`config.mk`:
```
export PLATFORM = sky130hd
export DESIGN_NAME = mcma_ram
export DESIGN_NICKNAME = d
export VERILOG_FILES = /design/src/sv/mcma_pkg.sv /design/src/sv/mcma_ram.sv
export SDC_FILE = /design/constraint.sdc
export NUM_CORES = 1
export LEC_CHECK = 0
export ABC_AREA = 1
export BUFFER_PORTS_ARGS = -buffer_cell sky130_fd_sc_hd__buf_2
export CAP_MARGIN = 30
export CORE_MARGIN = 4
export CORE_UTILIZATION = 35
export DETAILED_ROUTE_END_ITERATION = 12
export MAX_ROUTING_LAYER = met4
export PLACE_DENSITY = 0.55
export SYNTH_ARGS = -nofsm -noshare
export SYNTH_HDL_FRONTEND = slang
export SYNTH_SLANG_ARGS = --single-unit
```
`constraint.sdc`:
```
create_clock -name clk -period 4.2 [get_ports clk]
set_clock_uncertainty 0.05 [all_clocks]
set_input_delay 0.63 -clock clk [delete_from_list [all_inputs] [get_ports clk]]
set_output_delay 0.63 -clock clk [all_outputs]
set_load 0.02 [all_outputs]
```
`src/sv/mcma_pkg.sv`:
```
// Shared types, codes and arithmetic helpers for the MCMA equalizer.
// No dependencies.
package mcma_pkg;

  localparam int NTAP_DEF   = 15;
  localparam int S_DATA_W   = 88;
  localparam int S_USER_W   = 2;
  localparam int M_DATA_W   = 48;
  localparam int CFG_IDX_W  = 2;
  localparam int CFG_DATA_W = 16;
  localparam int A_W        = 40;
  localparam int B_W        = 24;
  localparam int P_W        = 64;
  localparam int ACC_W      = 48;

  localparam logic [1:0] OP_SAMPLE  = 2'd0;
  localparam logic [1:0] OP_TAP     = 2'd1;
  localparam logic [1:0] OP_RESTART = 2'd2;

  localparam logic [1:0] CFG_STEP   = 2'd0;
  localparam logic [1:0] CFG_RADIUS = 2'd1;
  localparam logic [1:0] CFG_MODE   = 2'd2;
  localparam logic [1:0] CFG_IVL    = 2'd3;

  localparam logic [15:0] STEP_RST   = 16'd1024;
  localparam logic [15:0] RADIUS_RST = 16'd4096;
  localparam logic [2:0]  MODE_RST   = 3'd1;
  localparam logic [3:0]  IVL_RST    = 4'd1;

  localparam logic [2:0] ERR_NONE = 3'd0;
  localparam logic [2:0] ERR_CMA  = 3'd1;
  localparam logic [2:0] ERR_MMA2 = 3'd2;
  localparam logic [2:0] ERR_MMA3 = 3'd3;
  localparam logic [2:0] ERR_MMA4 = 3'd4;
  localparam logic [2:0] ERR_MMA5 = 3'd5;
  localparam logic [2:0] ERR_NCMA = 3'd6;
  localparam logic [2:0] ERR_TWO  = 3'd7;

  // Q.26 constants
  localparam logic signed [39:0] ONE_Q26 = 40'sd67108864;
  localparam logic signed [39:0] C_4_7   = 40'sd38347922;
  localparam logic signed [39:0] C_2_7   = 40'sd19173961;
  localparam logic signed [39:0] C_1_7   = 40'sd9586981;
  localparam logic signed [39:0] C_9_49  = 40'sd12326118;

  typedef enum logic [10:0] {
    S_IDLE = 11'b00000000001,
    S_FILT = 11'b00000000010,
    S_RND  = 11'b00000000100,
    S_SQ   = 11'b00000001000,
    S_ERR  = 11'b00000010000,
    S_EMIT = 11'b00000100000,
    S_KMUL = 11'b00001000000,
    S_KRND = 11'b00010000000,
    S_SMUL = 11'b00100000000,
    S_SRND = 11'b01000000000,
    S_UPD  = 11'b10000000000
  } state_t;

  typedef struct packed {
    logic [A_W-1:0] a_re;
    logic [A_W-1:0] a_im;
    logic [B_W-1:0] b_re;
    logic [B_W-1:0] b_im;
  } cmul_in_t;

  typedef struct packed {
    logic [P_W-1:0] rr;
    logic [P_W-1:0] ii;
    logic [P_W-1:0] ir;
    logic [P_W-1:0] ri;
  } cmul_out_t;

  function automatic logic signed [39:0] abs40(input logic signed [39:0] v);
    return (v < 0) ? -v : v;
  endfunction

  function automatic logic signed [63:0] rnd64(input logic signed [63:0] v,
                                               input int unsigned s);
    return (v + (64'sd1 <<< (s - 1))) >>> s;
  endfunction

  function automatic logic signed [15:0] sat16(input logic signed [47:0] v);
    if (v > 48'sd32767) return 16'sh7fff;
    else if (v < -48'sd32768) return 16'sh8000;
    else return v[15:0];
  endfunction

  function automatic logic signed [23:0] sat24(input logic signed [39:0] v);
    if (v > 40'sd8388607) return 24'sh7fffff;
    else if (v < -40'sd8388608) return 24'sh800000;
    else return v[23:0];
  endfunction

  // Mode error of one output component a (Q2.13), a2 = a*a; result Q.26.
  function automatic logic signed [39:0] err_of(input logic [2:0] mode,
                                                input logic signed [15:0] a,
                                                input logic signed [39:0] a2,
                                                input logic [15:0] r0);
    logic signed [39:0] e1;
    logic signed [39:0] e2;
    logic signed [39:0] e3;
    logic signed [39:0] res;
    e1 = '0;
    e2 = '0;
    e3 = '0;
    unique case (mode)
      ERR_NONE: res = '0;
      ERR_CMA:  res = $signed({10'b0, r0, 14'b0}) - a2;
      ERR_MMA2: res = 40'sd10 * ONE_Q26 - 40'sd18 * a2;
      ERR_MMA3: res = 40'sd4 * ONE_Q26 - abs40(40'sd9 * a2 - 40'sd5 * ONE_Q26);
      ERR_MMA4: res = 40'sd20 * ONE_Q26 - abs40(40'sd49 * a2 - 40'sd29 * ONE_Q26);
      ERR_MMA5: res = 40'sd16 * ONE_Q26 - abs40(40'sd49 * a2 - 40'sd20 * ONE_Q26);
      ERR_NCMA: begin
        e1 = (abs40(40'(a)) <<< 13) - C_4_7;
        e2 = abs40(e1) - C_2_7;
        e3 = abs40(e2) - C_1_7;
        // sign of the ring product picks the polarity
        res = ((e1 < 0) ^ (e2 < 0) ^ (a < 0)) ? e3 : -e3;
      end
      ERR_TWO: begin
        e1 = C_9_49 - a2;
        e2 = ONE_Q26 - a2;
        res = (abs40(e1) < abs40(e2)) ? e1 : e2;
      end
    endcase
    return res;
  endfunction

endpackage

```
`src/sv/mcma_ram.sv`:
```
// Generic single write port RAM with registered read.
// Depends on mcma_pkg for default sizes.
module mcma_ram #(
  parameter int WIDTH = mcma_pkg::A_W,
  parameter int DEPTH = mcma_pkg::NTAP_DEF
) (
  input  logic                     clk,
  input  logic                     we,
  input  logic [$clog2(DEPTH)-1:0] waddr,
  input  logic [WIDTH-1:0]         wdata,
  input  logic [$clog2(DEPTH)-1:0] raddr,
  output logic [WIDTH-1:0]         rdata
);
  logic [WIDTH-1:0] mem [DEPTH];

  always_ff @(posedge clk) begin
    if (we) mem[waddr] <= wdata;
    rdata <= mem[raddr];
  end
endmodule

```
==> flow_metrics.py <==
metrics = {
    "yosys": {
        "synthesis.yosys.warnings": 0,
        "synth.area.mux_share_pct": 0,
        "synthesized_area_fraction_occupied_by_ao_oa_aoi_and_oai_cells_pct": 0,
        "synthXorXnorAreaFrac_pct": 0,
        "postSynthAreaPerCell_sq_um": 11.0,
        "largest_family_of_logic_cells_by_synthesized_area": "simple AND/OR/NAND/NOR gates",
        "synthesis.area_sq_um": 25800,
        "synthTopCellsByArea": "sky130_fd_sc_hd__edfxtp_1 (70%), sky130_fd_sc_hd__nand2_1 (15%), sky130_fd_sc_hd__nand3_1 (6.4%), sky130_fd_sc_hd__dfxtp_1 (3.1%), sky130_fd_sc_hd__inv_1 (3.1%)",
        "yosys_register_bits": 640,
        "netlist-cell-type-count": 12,
        "post_synth_net_total": 2404,
        "post_synthesis_sequential_area_ratio_pct": 73.0,
        "synthDominantAreaCellType": "sky130_fd_sc_hd__edfxtp_1",
        "yosys.area_share.simple_pct": 21.6,
        "synthCells": 2354,
        "synthAdderAreaFrac_pct": 0,
        "synth_top_cell_area_share_pct": 69.9,
    },
    "sta": {
        "grt_setup_unrepaired": "no",
        "min_period_ns": 2.23,
        "max_slew_violation_total_from_the_final_report": 0,
        "setup_violations": 0,
        "min_period_over_period_pct": 53.0,
        "maximum_clock_rate_mhz": 449,
        "worst_pin_slew_ns": 1.04,
        "fin_setup_tns_ns": 0,
        "timing_hold_violations_final": 0,
        "max-slew-margin-rel_pct": 30.3,
    },
    "critical_path": {
        "cp-end-kind": "flop",
        "worst-endpoint-required_ns": 4.67,
        "timing.critical_path.from_type": "input pin",
        "timing.critical_path.arrival_ns": 2.70,
        "worstPathMaxFanout": 58,
        "timing_worst_setup_path_type": "input pin to flop",
    },
    "place": {
        "hpwl_microns": 31300,
        "io_buffer_count": 89,
        "gp_congestion": 0.729,
        "place.detailed.instances": 3313,
    },
    "routing": {
        "drt-vias-per-instance": 4.77,
        "detail_route.drc_violations": 0,
        "route.detailed.wl_per_inst_microns": 19.0,
        "detailroute.via_count": 16400,
        "remaining_antenna_violation_count": 0,
        "drt_iter0_markers": 1393,
        "drt_wl_total_microns": 65200,
        "dr.pass1.iters": 5,
    },
    "global_routing": {
        "global_route.usage.total_pct": 17.0,
        "grt.overflow.total": 0,
        "via_count_of_the_first_global_routing_pass": 16400,
        "grt_start_max_net_pins": 160,
        "grt_util_met2_pct": 27.0,
        "global_route.peak_usage_layer": "met2",
        "grt_pass1_wl_microns": 98600,
        "global_route.usage.met3_pct": 2.67,
        "gr-usage-met1_pct": 22.6,
        "grt_antenna_before_repair": 6,
    },
    "clocking": {
        "cts_tree": "built",
        "post_cts_resized": 0,
        "cts_hold_buf": 0,
        "htreeDepth": 3,
        "setup_fix_buffers_added_after_clock_tree_synthesis": 0,
        "clkTransAtPathRegs_ns": 0.06,
        "clock_buffer_depth": 3,
        "cts-buffers-inserted": 66,
        "clock_insertion_delay_worst_skew_ns": 0.59,
        "clkSinkCount": 640,
        "clockRootBuffer": "sky130_fd_sc_hd__clkbuf_16",
    },
    "floorplanning": {
        "die-width_microns": 279,
        "core_region_area_sq_um": 73000,
        "floorplan.io_pins": 90,
        "row_count": 99,
        "initial_core_utilization_pct": 35.3,
        "design.die.area_sq_um": 78100,
        "die_h_microns": 279,
    },
    "finish": {
        "nNetsFinal": 2472,
        "layoutNonFillerInstCount": 3435,
        "fraction_of_final_layout_cells_sized_beyond_drive_strength_1_pct": 9.39,
        "area_growth_syn_to_layout_pct": 14.3,
    },
    "power_and_ir_drop": {
        "peakVddDrop_mv": 0.233,
        "cellLeakagePower_nw": 11.9,
        "power_density_nw_per_um2": 467,
    },
    "flow_run": {
        "max_cap_violations": 0,
    },
    "hold_path": {
        "timing.hold.worst.class": "input pin to flop",
    },
    "status": {
        "outcome": "complete, no violations",
    },
}
layout make-up:
type | instances | area, sq um
clock buffer | 93 | 1930
clock inverter | 25 | 191
timing repair buffer | 122 | 820
fill | 6867 | 43500
inverter | 215 | 821
tap | 959 | 1200
multi-input combinational | 1377 | 5690
antenna | 4 | 10.0
sequential | 640 | 18800
sequential cells by signal, indices dropped and copies added, names as in the netlist:
register and cells:
rdata 40, mem 600
power by group:
part           total [W]  switching [W]  internal [W]
logic           0.000845       0.000622      0.000223
clock network    0.00573        0.00234       0.00338
registers        0.00719      0.0000521       0.00714
worst max-delay path, stage by stage:
cell and delay [ns]:
sky130_fd_sc_hd__buf_4 0.42, sky130_fd_sc_hd__clkinv_2 0.71, sky130_fd_sc_hd__buf_12 0.47, sky130_fd_sc_hd__nor2_1 0.14, sky130_fd_sc_hd__nand2_1 0.06, sky130_fd_sc_hd__nand2_1 0.06
sky130_fd_sc_hd__nand2_1 0.04, sky130_fd_sc_hd__nand2_1 0.09
per-layer routing:
metal,vias to the layer above,part of all wire [%]
met3,111,5.6
met1,7958,45
met2,443,47
met4,0,2.5
li1,7875,-
met5,-,0
through the flow:
stage	hold slack, ns	total power, W	area [sq um]	setup slack, ns	utilization (%)
global placement	0.520	0.00816	27300	1.40	37.5
finish	0.360	0.0138	29500	1.97	40.4
CTS	0.320	0.0139	29500	2.00	40.4
detailed placement	0.537	0.00818	27400	1.38	37.5
floorplan	0.506	0.00782	25800	1.19	-
global route	0.340	0.0142	29500	1.89	40.4
Yosys cell counts:
master,number
sky130_fd_sc_hd__inv_1,212
sky130_fd_sc_hd__dfxtp_1,40
sky130_fd_sc_hd__buf_4,7
sky130_fd_sc_hd__nor2_1,33
sky130_fd_sc_hd__inv_2,3
sky130_fd_sc_hd__edfxtp_1,600
sky130_fd_sc_hd__nand3_1,330
sky130_fd_sc_hd__nand2_1,1014
sky130_fd_sc_hd__buf_6,1
sky130_fd_sc_hd__buf_2,70
sky130_fd_sc_hd__buf_1,15
sky130_fd_sc_hd__clkbuf_1,29
cell families (layout without fill, tap and decap cells):
| family | Yosys count | in the layout |
|---|---|---|
| buffers and inverters | 337 | 455 |
| DFF | 640 | 640 |
| other | 0 | 4 |
| and+or+nand+nor | 1377 | 1377 |
final timing paths:
check	from	to	slack, ns	cells past startpoint
setup / recovery	raddr[2]	rdata[26]	1.97	8
hold / removal	wdata[25]	mem[12][25]	0.36	1
setup reg to reg	mem[7][26]	rdata[26]	3.13	6
hold reg to reg	mem[14][0]	rdata[0]	0.54	4
cells in the final DEF, fill, tap and decap left out, drive strengths merged:
cell type and instances:
buf 121, bufinv 3, clkbuf 94, clkinv 21, clkinvlp 1, dfxtp 40
diode 4, edfxtp 600, inv 215, nand2 1014, nand3 330, nor2 33
No activity file was read; power rests on OpenSTA's default activity.
